$ cat src/rtl/core/slb_pkg.sv
// Shared types and constants for the seam linear blend pipeline.
package slb_pkg;

  localparam int unsigned COL_W  = 13;
  localparam int unsigned WID_W  = 14;
  localparam int unsigned CH_W   = 8;
  localparam int unsigned NCH    = 3;
  localparam int unsigned NUM_W  = WID_W + CH_W;
  localparam int unsigned QBITS  = CH_W;
  localparam int unsigned CIDX_W = 2;

  // Register indexes of the configuration channel.
  localparam logic [CIDX_W-1:0] CFG_OVERLAP_START = 2'd0;
  localparam logic [CIDX_W-1:0] CFG_IMAGE_WIDTH   = 2'd1;

  typedef logic [NCH-1:0][CH_W-1:0] pixel_t;

  // Accepted input request.
  typedef struct packed {
    logic [COL_W-1:0] column;
    pixel_t           left_px;
    pixel_t           warp_px;
  } pix_req_t;

  // Weights chosen by the select stage; bypass cases use divisor one.
  typedef struct packed {
    pixel_t           left_px;
    pixel_t           warp_px;
    logic [WID_W-1:0] w;
    logic [WID_W-1:0] k;
  } mix_t;

  // Partial division state handed from cell to cell.
  typedef struct packed {
    logic [NCH-1:0][NUM_W-1:0] rem;
    logic [NCH-1:0][QBITS-1:0] quo;
    logic [NUM_W-1:0]          dsh;
  } work_t;

endpackage

$ cat src/rtl/core/slb_if.sv
// Stream and configuration channel interfaces of the seam linear blend unit.
interface slb_pix_if;
  logic                        valid;
  logic                        ready;
  logic [slb_pkg::COL_W-1:0]   column;
  logic [slb_pkg::CH_W-1:0]    left_ch0;
  logic [slb_pkg::CH_W-1:0]    left_ch1;
  logic [slb_pkg::CH_W-1:0]    left_ch2;
  logic [slb_pkg::CH_W-1:0]    warped_ch0;
  logic [slb_pkg::CH_W-1:0]    warped_ch1;
  logic [slb_pkg::CH_W-1:0]    warped_ch2;

  modport source (output valid, column, left_ch0, left_ch1, left_ch2,
                  warped_ch0, warped_ch1, warped_ch2, input ready);
  modport sink   (input valid, column, left_ch0, left_ch1, left_ch2,
                  warped_ch0, warped_ch1, warped_ch2, output ready);
endinterface

interface slb_res_if;
  logic                     valid;
  logic                     ready;
  logic [slb_pkg::CH_W-1:0] out_ch0;
  logic [slb_pkg::CH_W-1:0] out_ch1;
  logic [slb_pkg::CH_W-1:0] out_ch2;

  modport source (output valid, out_ch0, out_ch1, out_ch2, input ready);
  modport sink   (input valid, out_ch0, out_ch1, out_ch2, output ready);
endinterface

interface slb_cfg_if;
  logic                       valid;
  logic                       ready;
  logic [slb_pkg::CIDX_W-1:0] index;
  logic [slb_pkg::WID_W-1:0]  data;

  modport source (output valid, index, data, input ready);
  modport sink   (input valid, index, data, output ready);
endinterface

$ cat src/rtl/core/seam_linear_blend_unit.sv
// Top level of the seam linear blend unit: config registers and cell pipeline.
//
// Usage: pixel requests arrive on pix_i (column, reference and warped RGB),
// blended pixels leave on res_o, and cfg_i writes overlap_start (index 0) and
// image_width (index 1); cfg_i is always ready and should be written while no
// pixel is in flight.
// Pipeline: a result is presented after its request has passed ten registers:
// one region-select stage, one weighted-sum stage and eight division cells,
// one cell per quotient bit.
// Throughput: one pixel per cycle while res_o is ready, set by the cell chain,
// in which each cell passes its partial remainders to the next cell.
// Reset: all stages empty, overlap_start 0, image_width MAX_WIDTH (14 bits).
// Stall: when res_o is not ready the last cell holds its result; earlier stages
// keep filling bubbles, and pix_i.ready drops only once every stage is full.
module seam_linear_blend_unit #(
  parameter int unsigned MAX_WIDTH = 8192
) (
  input  logic     clk_i,
  input  logic     rst_ni,
  slb_pix_if.sink  pix_i,
  slb_res_if.source res_o,
  slb_cfg_if.sink  cfg_i
);

  localparam int unsigned NCELL = slb_pkg::QBITS;

  logic [slb_pkg::COL_W-1:0] overlap_start_q;
  logic [slb_pkg::WID_W-1:0] image_width_q;

  slb_pkg::pix_req_t pix_req;
  slb_pkg::mix_t     mix;
  logic              mix_valid, mix_ready;

  logic           [NCELL:0] cell_valid;
  logic           [NCELL:0] cell_ready;
  slb_pkg::work_t           cell_work [NCELL+1];

  assign cfg_i.ready = 1'b1;

  always_ff @(posedge clk_i or negedge rst_ni) begin
    if (!rst_ni) begin
      overlap_start_q <= '0;
      image_width_q   <= slb_pkg::WID_W'(MAX_WIDTH);
    end else if (cfg_i.valid) begin
      unique case (cfg_i.index)
        slb_pkg::CFG_OVERLAP_START: overlap_start_q <= cfg_i.data[slb_pkg::COL_W-1:0];
        slb_pkg::CFG_IMAGE_WIDTH:   image_width_q   <= cfg_i.data;
        default: ;
      endcase
    end
  end

  assign pix_req.column     = pix_i.column;
  assign pix_req.left_px[0] = pix_i.left_ch0;
  assign pix_req.left_px[1] = pix_i.left_ch1;
  assign pix_req.left_px[2] = pix_i.left_ch2;
  assign pix_req.warp_px[0] = pix_i.warped_ch0;
  assign pix_req.warp_px[1] = pix_i.warped_ch1;
  assign pix_req.warp_px[2] = pix_i.warped_ch2;

  slb_select u_select (
    .clk_i,
    .rst_ni,
    .overlap_start_i (overlap_start_q),
    .image_width_i   (image_width_q),
    .in_valid_i      (pix_i.valid),
    .in_ready_o      (pix_i.ready),
    .in_req_i        (pix_req),
    .out_valid_o     (mix_valid),
    .out_ready_i     (mix_ready),
    .out_mix_o       (mix)
  );

  slb_mac u_mac (
    .clk_i,
    .rst_ni,
    .in_valid_i  (mix_valid),
    .in_ready_o  (mix_ready),
    .in_mix_i    (mix),
    .out_valid_o (cell_valid[0]),
    .out_ready_i (cell_ready[0]),
    .out_work_o  (cell_work[0])
  );

  for (genvar i = 0; i < NCELL; i++) begin : g_cell
    slb_div_cell u_cell (
      .clk_i,
      .rst_ni,
      .in_valid_i  (cell_valid[i]),
      .in_ready_o  (cell_ready[i]),
      .in_work_i   (cell_work[i]),
      .out_valid_o (cell_valid[i+1]),
      .out_ready_i (cell_ready[i+1]),
      .out_work_o  (cell_work[i+1])
    );
  end

  assign res_o.valid       = cell_valid[NCELL];
  assign cell_ready[NCELL] = res_o.ready;
  assign res_o.out_ch0     = cell_work[NCELL].quo[0];
  assign res_o.out_ch1     = cell_work[NCELL].quo[1];
  assign res_o.out_ch2     = cell_work[NCELL].quo[2];

endmodule

$ cat src/rtl/core/slb_select.sv
// Region decode: picks blend weights and divisor for one pixel request.
module slb_select (
  input  logic                       clk_i,
  input  logic                       rst_ni,
  input  logic [slb_pkg::COL_W-1:0]  overlap_start_i,
  input  logic [slb_pkg::WID_W-1:0]  image_width_i,
  input  logic                       in_valid_i,
  output logic                       in_ready_o,
  input  slb_pkg::pix_req_t          in_req_i,
  output logic                       out_valid_o,
  input  logic                       out_ready_i,
  output slb_pkg::mix_t              out_mix_o
);

  logic              valid_q;
  slb_pkg::mix_t     mix_q, mix_d;
  logic [slb_pkg::WID_W-1:0] col_ext, start_ext;
  logic              warp_zero;

  assign col_ext   = {1'b0, in_req_i.column};
  assign start_ext = {1'b0, overlap_start_i};
  assign warp_zero = (in_req_i.warp_px == '0);

  always_comb begin
    mix_d.left_px = in_req_i.left_px;
    mix_d.warp_px = in_req_i.warp_px;
    if (col_ext >= image_width_i) begin
      // take the warped pixel: divisor one, full weight on warp
      mix_d.w = slb_pkg::WID_W'(1);
      mix_d.k = slb_pkg::WID_W'(1);
    end else if (in_req_i.column < overlap_start_i || warp_zero) begin
      mix_d.w = slb_pkg::WID_W'(1);
      mix_d.k = '0;
    end else begin
      mix_d.w = image_width_i - start_ext;
      mix_d.k = col_ext - start_ext;
    end
  end

  assign in_ready_o  = !valid_q || out_ready_i;
  assign out_valid_o = valid_q;
  assign out_mix_o   = mix_q;

  always_ff @(posedge clk_i or negedge rst_ni) begin
    if (!rst_ni) begin
      valid_q <= 1'b0;
    end else if (in_ready_o) begin
      valid_q <= in_valid_i;
    end
  end

  always_ff @(posedge clk_i) begin
    if (in_ready_o && in_valid_i) begin
      mix_q <= mix_d;
    end
  end

endmodule

$ cat src/rtl/core/slb_mac.sv
// Weighted sum stage: forms the dividend of each channel and seeds the divider.
module slb_mac (
  input  logic           clk_i,
  input  logic           rst_ni,
  input  logic           in_valid_i,
  output logic           in_ready_o,
  input  slb_pkg::mix_t  in_mix_i,
  output logic           out_valid_o,
  input  logic           out_ready_i,
  output slb_pkg::work_t out_work_o
);

  logic                       valid_q;
  slb_pkg::work_t             work_q, work_d;
  logic [slb_pkg::WID_W-1:0]  wmk;

  assign wmk = in_mix_i.w - in_mix_i.k;

  always_comb begin
    for (int c = 0; c < slb_pkg::NCH; c++) begin
      work_d.rem[c] = slb_pkg::NUM_W'(in_mix_i.left_px[c]) * slb_pkg::NUM_W'(wmk)
                    + slb_pkg::NUM_W'(in_mix_i.warp_px[c]) * slb_pkg::NUM_W'(in_mix_i.k);
    end
    work_d.quo = '0;
    // align divisor with the top quotient bit
    work_d.dsh = {1'b0, in_mix_i.w, {(slb_pkg::QBITS-1){1'b0}}};
  end

  assign in_ready_o  = !valid_q || out_ready_i;
  assign out_valid_o = valid_q;
  assign out_work_o  = work_q;

  always_ff @(posedge clk_i or negedge rst_ni) begin
    if (!rst_ni) begin
      valid_q <= 1'b0;
    end else if (in_ready_o) begin
      valid_q <= in_valid_i;
    end
  end

  always_ff @(posedge clk_i) begin
    if (in_ready_o && in_valid_i) begin
      work_q <= work_d;
    end
  end

endmodule

$ cat src/rtl/core/slb_div_cell.sv
// One restoring-division cell: resolves one quotient bit for all channels.
module slb_div_cell (
  input  logic           clk_i,
  input  logic           rst_ni,
  input  logic           in_valid_i,
  output logic           in_ready_o,
  input  slb_pkg::work_t in_work_i,
  output logic           out_valid_o,
  input  logic           out_ready_i,
  output slb_pkg::work_t out_work_o
);

  logic           valid_q;
  slb_pkg::work_t work_q, work_d;

  always_comb begin
    for (int c = 0; c < slb_pkg::NCH; c++) begin
      if (in_work_i.rem[c] >= in_work_i.dsh) begin
        work_d.rem[c] = in_work_i.rem[c] - in_work_i.dsh;
        work_d.quo[c] = {in_work_i.quo[c][slb_pkg::QBITS-2:0], 1'b1};
      end else begin
        work_d.rem[c] = in_work_i.rem[c];
        work_d.quo[c] = {in_work_i.quo[c][slb_pkg::QBITS-2:0], 1'b0};
      end
    end
    // hand the next lower divisor weight to the neighbor
    work_d.dsh = in_work_i.dsh >> 1;
  end

  assign in_ready_o  = !valid_q || out_ready_i;
  assign out_valid_o = valid_q;
  assign out_work_o  = work_q;

  always_ff @(posedge clk_i or negedge rst_ni) begin
    if (!rst_ni) begin
      valid_q <= 1'b0;
    end else if (in_ready_o) begin
      valid_q <= in_valid_i;
    end
  end

  always_ff @(posedge clk_i) begin
    if (in_ready_o && in_valid_i) begin
      work_q <= work_d;
    end
  end

  // remainder stays below the divisor weight just tested (its low bit may be shifted out)
  a_rem0: assert property (@(posedge clk_i) disable iff (!rst_ni)
    valid_q |-> ({1'b0, work_q.rem[0]} < {work_q.dsh, 1'b1}))
    else $error("channel 0 remainder out of range");
  a_rem1: assert property (@(posedge clk_i) disable iff (!rst_ni)
    valid_q |-> ({1'b0, work_q.rem[1]} < {work_q.dsh, 1'b1}))
    else $error("channel 1 remainder out of range");
  a_rem2: assert property (@(posedge clk_i) disable iff (!rst_ni)
    valid_q |-> ({1'b0, work_q.rem[2]} < {work_q.dsh, 1'b1}))
    else $error("channel 2 remainder out of range");

endmodule

$ cat src/flat_wrapper.sv
// flat-port wrapper written by rule: the top's interface ports become plain ports
module seam_linear_blend_unit_flat 
#(
  parameter int unsigned MAX_WIDTH = 8192
)
  (clk_i, rst_ni, pix_i_valid, pix_i_column, pix_i_left_ch0, pix_i_left_ch1, pix_i_left_ch2, pix_i_warped_ch0, pix_i_warped_ch1, pix_i_warped_ch2, pix_i_ready, res_o_valid, res_o_out_ch0, res_o_out_ch1, res_o_out_ch2, res_o_ready, cfg_i_valid, cfg_i_index, cfg_i_data, cfg_i_ready);
  slb_pix_if pix_i_i ();
  slb_res_if res_o_i ();
  slb_cfg_if cfg_i_i ();
  input  logic clk_i;
  input  logic rst_ni;
  input wire logic [$bits(pix_i_i.valid)-1:0] pix_i_valid;
  input wire logic [$bits(pix_i_i.column)-1:0] pix_i_column;
  input wire logic [$bits(pix_i_i.left_ch0)-1:0] pix_i_left_ch0;
  input wire logic [$bits(pix_i_i.left_ch1)-1:0] pix_i_left_ch1;
  input wire logic [$bits(pix_i_i.left_ch2)-1:0] pix_i_left_ch2;
  input wire logic [$bits(pix_i_i.warped_ch0)-1:0] pix_i_warped_ch0;
  input wire logic [$bits(pix_i_i.warped_ch1)-1:0] pix_i_warped_ch1;
  input wire logic [$bits(pix_i_i.warped_ch2)-1:0] pix_i_warped_ch2;
  output wire logic [$bits(pix_i_i.ready)-1:0] pix_i_ready;
  output wire logic [$bits(res_o_i.valid)-1:0] res_o_valid;
  output wire logic [$bits(res_o_i.out_ch0)-1:0] res_o_out_ch0;
  output wire logic [$bits(res_o_i.out_ch1)-1:0] res_o_out_ch1;
  output wire logic [$bits(res_o_i.out_ch2)-1:0] res_o_out_ch2;
  input wire logic [$bits(res_o_i.ready)-1:0] res_o_ready;
  input wire logic [$bits(cfg_i_i.valid)-1:0] cfg_i_valid;
  input wire logic [$bits(cfg_i_i.index)-1:0] cfg_i_index;
  input wire logic [$bits(cfg_i_i.data)-1:0] cfg_i_data;
  output wire logic [$bits(cfg_i_i.ready)-1:0] cfg_i_ready;
  assign pix_i_i.valid = pix_i_valid;
  assign pix_i_i.column = pix_i_column;
  assign pix_i_i.left_ch0 = pix_i_left_ch0;
  assign pix_i_i.left_ch1 = pix_i_left_ch1;
  assign pix_i_i.left_ch2 = pix_i_left_ch2;
  assign pix_i_i.warped_ch0 = pix_i_warped_ch0;
  assign pix_i_i.warped_ch1 = pix_i_warped_ch1;
  assign pix_i_i.warped_ch2 = pix_i_warped_ch2;
  assign pix_i_ready = pix_i_i.ready;
  assign res_o_valid = res_o_i.valid;
  assign res_o_out_ch0 = res_o_i.out_ch0;
  assign res_o_out_ch1 = res_o_i.out_ch1;
  assign res_o_out_ch2 = res_o_i.out_ch2;
  assign res_o_i.ready = res_o_ready;
  assign cfg_i_i.valid = cfg_i_valid;
  assign cfg_i_i.index = cfg_i_index;
  assign cfg_i_i.data = cfg_i_data;
  assign cfg_i_ready = cfg_i_i.ready;
  seam_linear_blend_unit #(.MAX_WIDTH(MAX_WIDTH)) u_core (.clk_i(clk_i), .rst_ni(rst_ni), .pix_i(pix_i_i), .res_o(res_o_i), .cfg_i(cfg_i_i));
endmodule
$ cat config.mk
export PLATFORM = sky130hd
export DESIGN_NAME = seam_linear_blend_unit_flat
export DESIGN_NICKNAME = d
export VERILOG_FILES = /design/src/rtl/core/slb_pkg.sv /design/src/rtl/core/slb_if.sv /design/src/rtl/core/seam_linear_blend_unit.sv /design/src/rtl/core/slb_select.sv /design/src/rtl/core/slb_mac.sv /design/src/rtl/core/slb_div_cell.sv /design/src/flat_wrapper.sv
export SDC_FILE = /design/constraint.sdc
export NUM_CORES = 2
export LEC_CHECK = 0
export ABC_AREA = 1
export BUFFER_PORTS_ARGS = -buffer_cell sky130_fd_sc_hd__buf_4
export CELL_PAD_IN_SITES_DETAIL_PLACEMENT = 1
export CELL_PAD_IN_SITES_GLOBAL_PLACEMENT = 2
export CORE_MARGIN = 3
export CORE_UTILIZATION = 40
export CTS_CLUSTER_SIZE = 12
export DETAILED_ROUTE_END_ITERATION = 10
export PLACE_DENSITY_LB_ADDON = 0.1
export SLEW_MARGIN = 10
export SYNTH_ARGS = -nofsm -noshare
export SYNTH_HDL_FRONTEND = slang
export SYNTH_SLANG_ARGS = --single-unit
$ cat constraint.sdc
create_clock -name clk_i -period 7.8 [get_ports clk_i]
set_input_delay 1.17 -clock clk_i [delete_from_list [all_inputs] [get_ports clk_i]]
set_output_delay 1.17 -clock clk_i [all_outputs]
set_load 0.1 [all_outputs]
After elaboration in Yosys (flattened, before gate mapping). Index checks and enable logic that the tools add are counted.

Add/subtract/negate cells: 27. $mul: 6. Order comparisons: 26. Equal/unequal tests: 1. Mux-type cells: 46. Reduce and logical (&&, ||, !) cells: 36.

Operator list (number): 22-bit two-way mux (21); 8-bit by 14-bit multiplier with 22-bit output (6); 22-bit adder (3); 22-bit by 14-bit greater-or-equal comparator with 1-bit output (3); 22-bit by 15-bit greater-or-equal comparator with 1-bit output (3); 22-bit by 16-bit greater-or-equal comparator with 1-bit output (3); 22-bit by 17-bit greater-or-equal comparator with 1-bit output (3); 22-bit by 18-bit greater-or-equal comparator with 1-bit output (3); 22-bit by 19-bit greater-or-equal comparator with 1-bit output (3); 22-bit by 20-bit greater-or-equal comparator with 1-bit output (3); 22-bit by 21-bit greater-or-equal comparator with 1-bit output (3); 22-bit by 15-bit subtractor with 22-bit output (3); 22-bit by 16-bit subtractor with 22-bit output (3); 22-bit by 17-bit subtractor with 22-bit output (3); 22-bit by 18-bit subtractor with 22-bit output (3); 22-bit by 19-bit subtractor with 22-bit output (3); 22-bit by 20-bit subtractor with 22-bit output (3); 22-bit by 21-bit subtractor with 22-bit output (3); 1-bit two-way mux (25); 24-bit zero test (1); 13-bit by 14-bit greater-or-equal comparator with 1-bit output (1); 13-bit by 13-bit subtractor with 14-bit output (1); 14-bit by 13-bit subtractor with 14-bit output (1); 14-bit subtractor (1); 8 further kinds (37).

Register bits after elaboration: 861. Input bits: 82. Output and inout bits: 27. Logic and storage cells: 219.

Longest topological paths before layout.
Word-level depth: 12. Gate-level depth with buffers: 35. Depth with buffers taken out: 34.

By module. Synthesis repeated with hierarchy kept, for this count alone.

Cells, all modules: 14540. Area, all modules: 104866.8 µm².

By module, submodules not included: slb_div_cell at u_core.g_cell[0].u_cell ... (times used 4, cells an instance 1328, area each 9103.7 µm², sequential area each 3358.2 µm²); slb_div_cell at u_core.g_cell[4].u_cell ... (times used 3, cells an instance 1328, area each 9146.3 µm², sequential area each 3358.2 µm²); slb_mac (times used 1, cells an instance 3304, area each 26020.0 µm², sequential area each 2427.3 µm²); slb_div_cell at u_core.g_cell[7].u_cell (times used 1, cells an instance 1310, area each 9306.4 µm², sequential area each 3358.2 µm²); slb_select (times used 1, cells an instance 507, area each 4535.6 µm², sequential area each 2307.2 µm²); seam_linear_blend_unit (times used 1, cells an instance 123, area each 1151.1 µm², sequential area each 676.9 µm²).

Least setup slack after synthesis. OpenSTA, ideal clock, no wires.

Path kind: register to register. From: register u_core.u_select.mix_q, in the netlist u_core.u_select.out_mix_o[1]. To: register u_core.u_mac.work_q, in the netlist u_core.u_mac.out_work_o[89], data pin. Arrival time: 6.341 ns. Setup slack: 1.205 ns. Stages on the path, launching flop included: 31. Path buffers: 3. Period minus slack after synthesis: 6.595 ns. Path through: edfxtp_1 -> clkbuf_1 -> clkbuf_1 -> inv_1 -> fa_1 -> nand3_1 -> nand2_1 -> inv_1 -> o21bai_2 -> or2_2 -> nand2_2 -> buf_4 -> nor2_1 -> fa_1 -> inv_1 -> fa_1 -> fa_1 -> fa_1 -> inv_1 -> fa_1 -> inv_1 -> fa_1 -> inv_1 -> ha_1 -> nand2_1 -> nor2_1 -> a21boi_0 -> o21ai_0 -> nand3_1 -> nand2_1 -> nand2_1.

RTL lines: start: declaration (line slb_select.sv:16) `slb_pkg::mix_t mix_q, mix_d;`; start signal: assignment (line slb_select.sv:54) `mix_q <= mix_d;`; end signal: assignment (line slb_mac.sv:43) `work_q <= work_d;`; end: declaration (line slb_mac.sv:14) `slb_pkg::work_t work_q, work_d;`.

==> metrics <==
status=finished clean; flop2flop setup slack=between 0.5 and 0.6 ns; Clk Latency, worst-skew pair=between 0.7 and 0.8 ns; Post-CTS Setup Bufs=0; worst-case reg-to-reg path depth=29; final-layout fill cell count=between 20000 and 25000; setup TNS=0 ns; Synthesis Warnings=0; Slew Viols, Final=0; Achievable Freq=~140 MHz; post-DP HPWL=roughly 240 mm; sequential area share after synthesis=32.67%; via count=64850; Avg Vias per Cell=just over 5; crit path launch type=flop; wire length of the first global-routing pass=~430 mm; 1st-iter DRT viols=3548; Final Util=a little over two fifths; number of remaining DRC errors=0; total wire length=284.8 mm; area growth from synthesis to layout=8.827%; Die Footprint=just over 200000 um2; share of the synthesized area in the top cell type=about a third; crit path max fanout=9; r2r startpoint=u_core.u_select.out_mix_o[14]; num ports=109; Final Critical Period=approximately 7.3 ns; H-Tree Depth=3; Total GRT Usage=~28%; CTS tree=yes; Min-Delay Path Class=input port to asynchronous set/reset pin; Final Hold Vio Count=0; library cells used by synthesis=55; Final period util=93.47%; Mapped Avg Cell Area=7.938 um2; commonest non-fill, non-tap cell in the layout=nand2_1; vias in the first global route=approximately 69000; crit end category=flop; relative slew slack=roughly 25%; WP data required=8.32 ns; initial antenna violation count=1; gpl congestion=0.9270; crit path max-delay cell type=fa_1; fraction of layout cells with a size suffix above 1=about 5%; MaxCap Viol Count=0; register clock-pin slew on the reported worst setup and hold paths=~0.06 ns; most area-consuming cells after synthesis=edfxtp_1 31%, nand2_1 15%, fa_1 14%; Clock Tree Buf Depth=3; CTS Sinks=around 860; Synth Register Bits=861; Worst-Margin Slew=1.125 ns; Post-Synthesis Cells=~10000; cell area after synthesis=roughly 79000 um2; drt pass-1 iters=6; WL/cell=around 22 um; max incr delay on CP=around 0.59 ns; Port Buffers=107; cts hold-fix bufs=0; Die Span X=approximately 450 um; Initial Utilization=40.26%; most used cell, CP=inv_1; Core ar.=195200 um2; Worst Path Arrival=about 8 ns; Post-Syn Nets=between 10000 and 15000; post-cts repair resize count=0; GRT overflow=0; TritonCTS Buffers=roughly 110; cell taking the most area after synthesis=edfxtp_1; antenna-violating nets left=0; Worst Clk Skew=approximately 0.027 ns; pin count of the biggest net entering global routing=82; row cnt=between 150 and 200; RR Endpoint=u_core.u_mac.out_work_o[66]; final setup fails=0; commonest non-fill, non-tap cells in the layout=3063 x nand2_1, 1939 x inv_1, 824 x edfxtp_1, 816 x nor2_1, 599 x nand3_1; Die Span Y=449.2 um; CTS root buffer=clkbuf_16; Setup CP Type=flop to flop; Nets=between 10000 and 15000; RSZ-0062 raised after global routing=no
-- Yosys cell counts, drive strengths merged --
master / count
nand3b: 69
xnor2: 55
edfxtp: 824
o21ai: 212
dfstp: 1
nand3: 616
a31oi: 3
a21boi: 4
o21bai: 22
clkinv: 1
inv: 1958
buf: 111
nor2: 842
or2: 20
and3b: 2
ha: 595
a21oi: 373
a21o: 17
a211oi: 3
nand2: 3098
and2: 26
nand4: 94
o21a: 7
conb: 1
fa: 564
dfrtp: 36
o211ai: 5
nor4: 13
and3: 4
nor4b: 3
nor3: 50
xor2: 172
clkbuf: 99
-- metal layers --
| metal | up-vias | routed length (um) | track usage (%) |
|---|---|---|---|
| met5 | - | 0 | 0 |
| met4 | 0 | 12130 | 10.32 |
| met3 | 406 | 8879 | 2.581 |
| met2 | 1130 | 143000 | 50.51 |
| met1 | 32310 | 120700 | 35.28 |
| li1 | 31010 | - | - |
-- cell families (layout without fill, tap and decap cells) --
kind of cell / Yosys count / after routing / share of synthesized area [%]
AND/OR/NAND/NOR: 4837 / 4837 / 25.44
flip-flops: 861 / 861 / 32.67
buffers and inverters: 2169 / 2317 / 10.90
AO/OA/AOI/OAI: 646 / 646 / 4.586
adder cells (fa/ha/maj): 1159 / 1159 / 23.84
XOR/XNOR: 227 / 227 / 2.554
other: 1 / 3 / 0.004772
-- sequential cells by signal, indices dropped and copies added, names as in the netlist --
register	flops
u_core.g_cell.u_cell.out_valid_o	8
u_core.g_cell.u_cell.out_work_o	668
u_core.image_width_q	14
u_core.overlap_start_q	13
u_core.u_mac.out_valid_o	1
u_core.u_mac.out_work_o	80
u_core.u_select.out_mix_o	76
u_core.u_select.out_valid_o	1
-- final cells by class --
cell class,instances,area [um2],area share [%]
Multi-Input combinational cell,6870,44400,51.91
Sequential cell,861,25670,30.02
Inverter,1959,7367,8.614
Tap cell,2624,3283,3.839
Clock buffer,127,2813,3.289
Timing Repair Buffer,161,1209,1.413
Clock inverter,70,775.7,0.9071
Antenna cell,2,5.005,0.005852
-- critical path, delay by kind of cell, from the launching register on --
kind | cells | cell delay (ns)
buf+inv | 9 | 0.95
fa+ha+maj | 9 | 4.02
simple gates | 10 | 1.30
flops | 1 | 0.37
compound gates | 1 | 0.40
-- metrics by stage --
stage                     area, um2  setup WS (ns)  hold slack (ns)  instances
after global placement        81930         0.6091           0.4013      12480
after CTS                     85510         0.5408           0.3651      12670
final                         85520         0.5096           0.4104      12670
after detailed placement      81930         0.5415           0.4061      12480
after floorplan               78580          1.205           0.4003       9900
after global routing          85510        0.09349           0.4059      12670
-- worst max path at each step --
| stage | from | endpoint | slack (ns) |
|---|---|---|---|
| after floorplan | u_core.u_select.out_mix_o[1] | u_core.u_mac.out_work_o[89] | 1.20 |
| after global placement | u_core.u_select.out_mix_o[14] | u_core.u_mac.out_work_o[66] | 0.61 |
| after detailed placement | u_core.u_select.out_mix_o[14] | u_core.u_mac.out_work_o[66] | 0.54 |
| after CTS | u_core.u_select.out_mix_o[14] | u_core.u_mac.out_work_o[66] | 0.54 |
| after global routing | u_core.u_select.out_mix_o[14] | u_core.u_mac.out_work_o[66] | 0.09 |
| final | u_core.u_select.out_mix_o[14] | u_core.u_mac.out_work_o[66] | 0.51 |
Power is not shown: default switching activity piles up to over one toggle a cycle in this logic, so the estimate is an artifact.
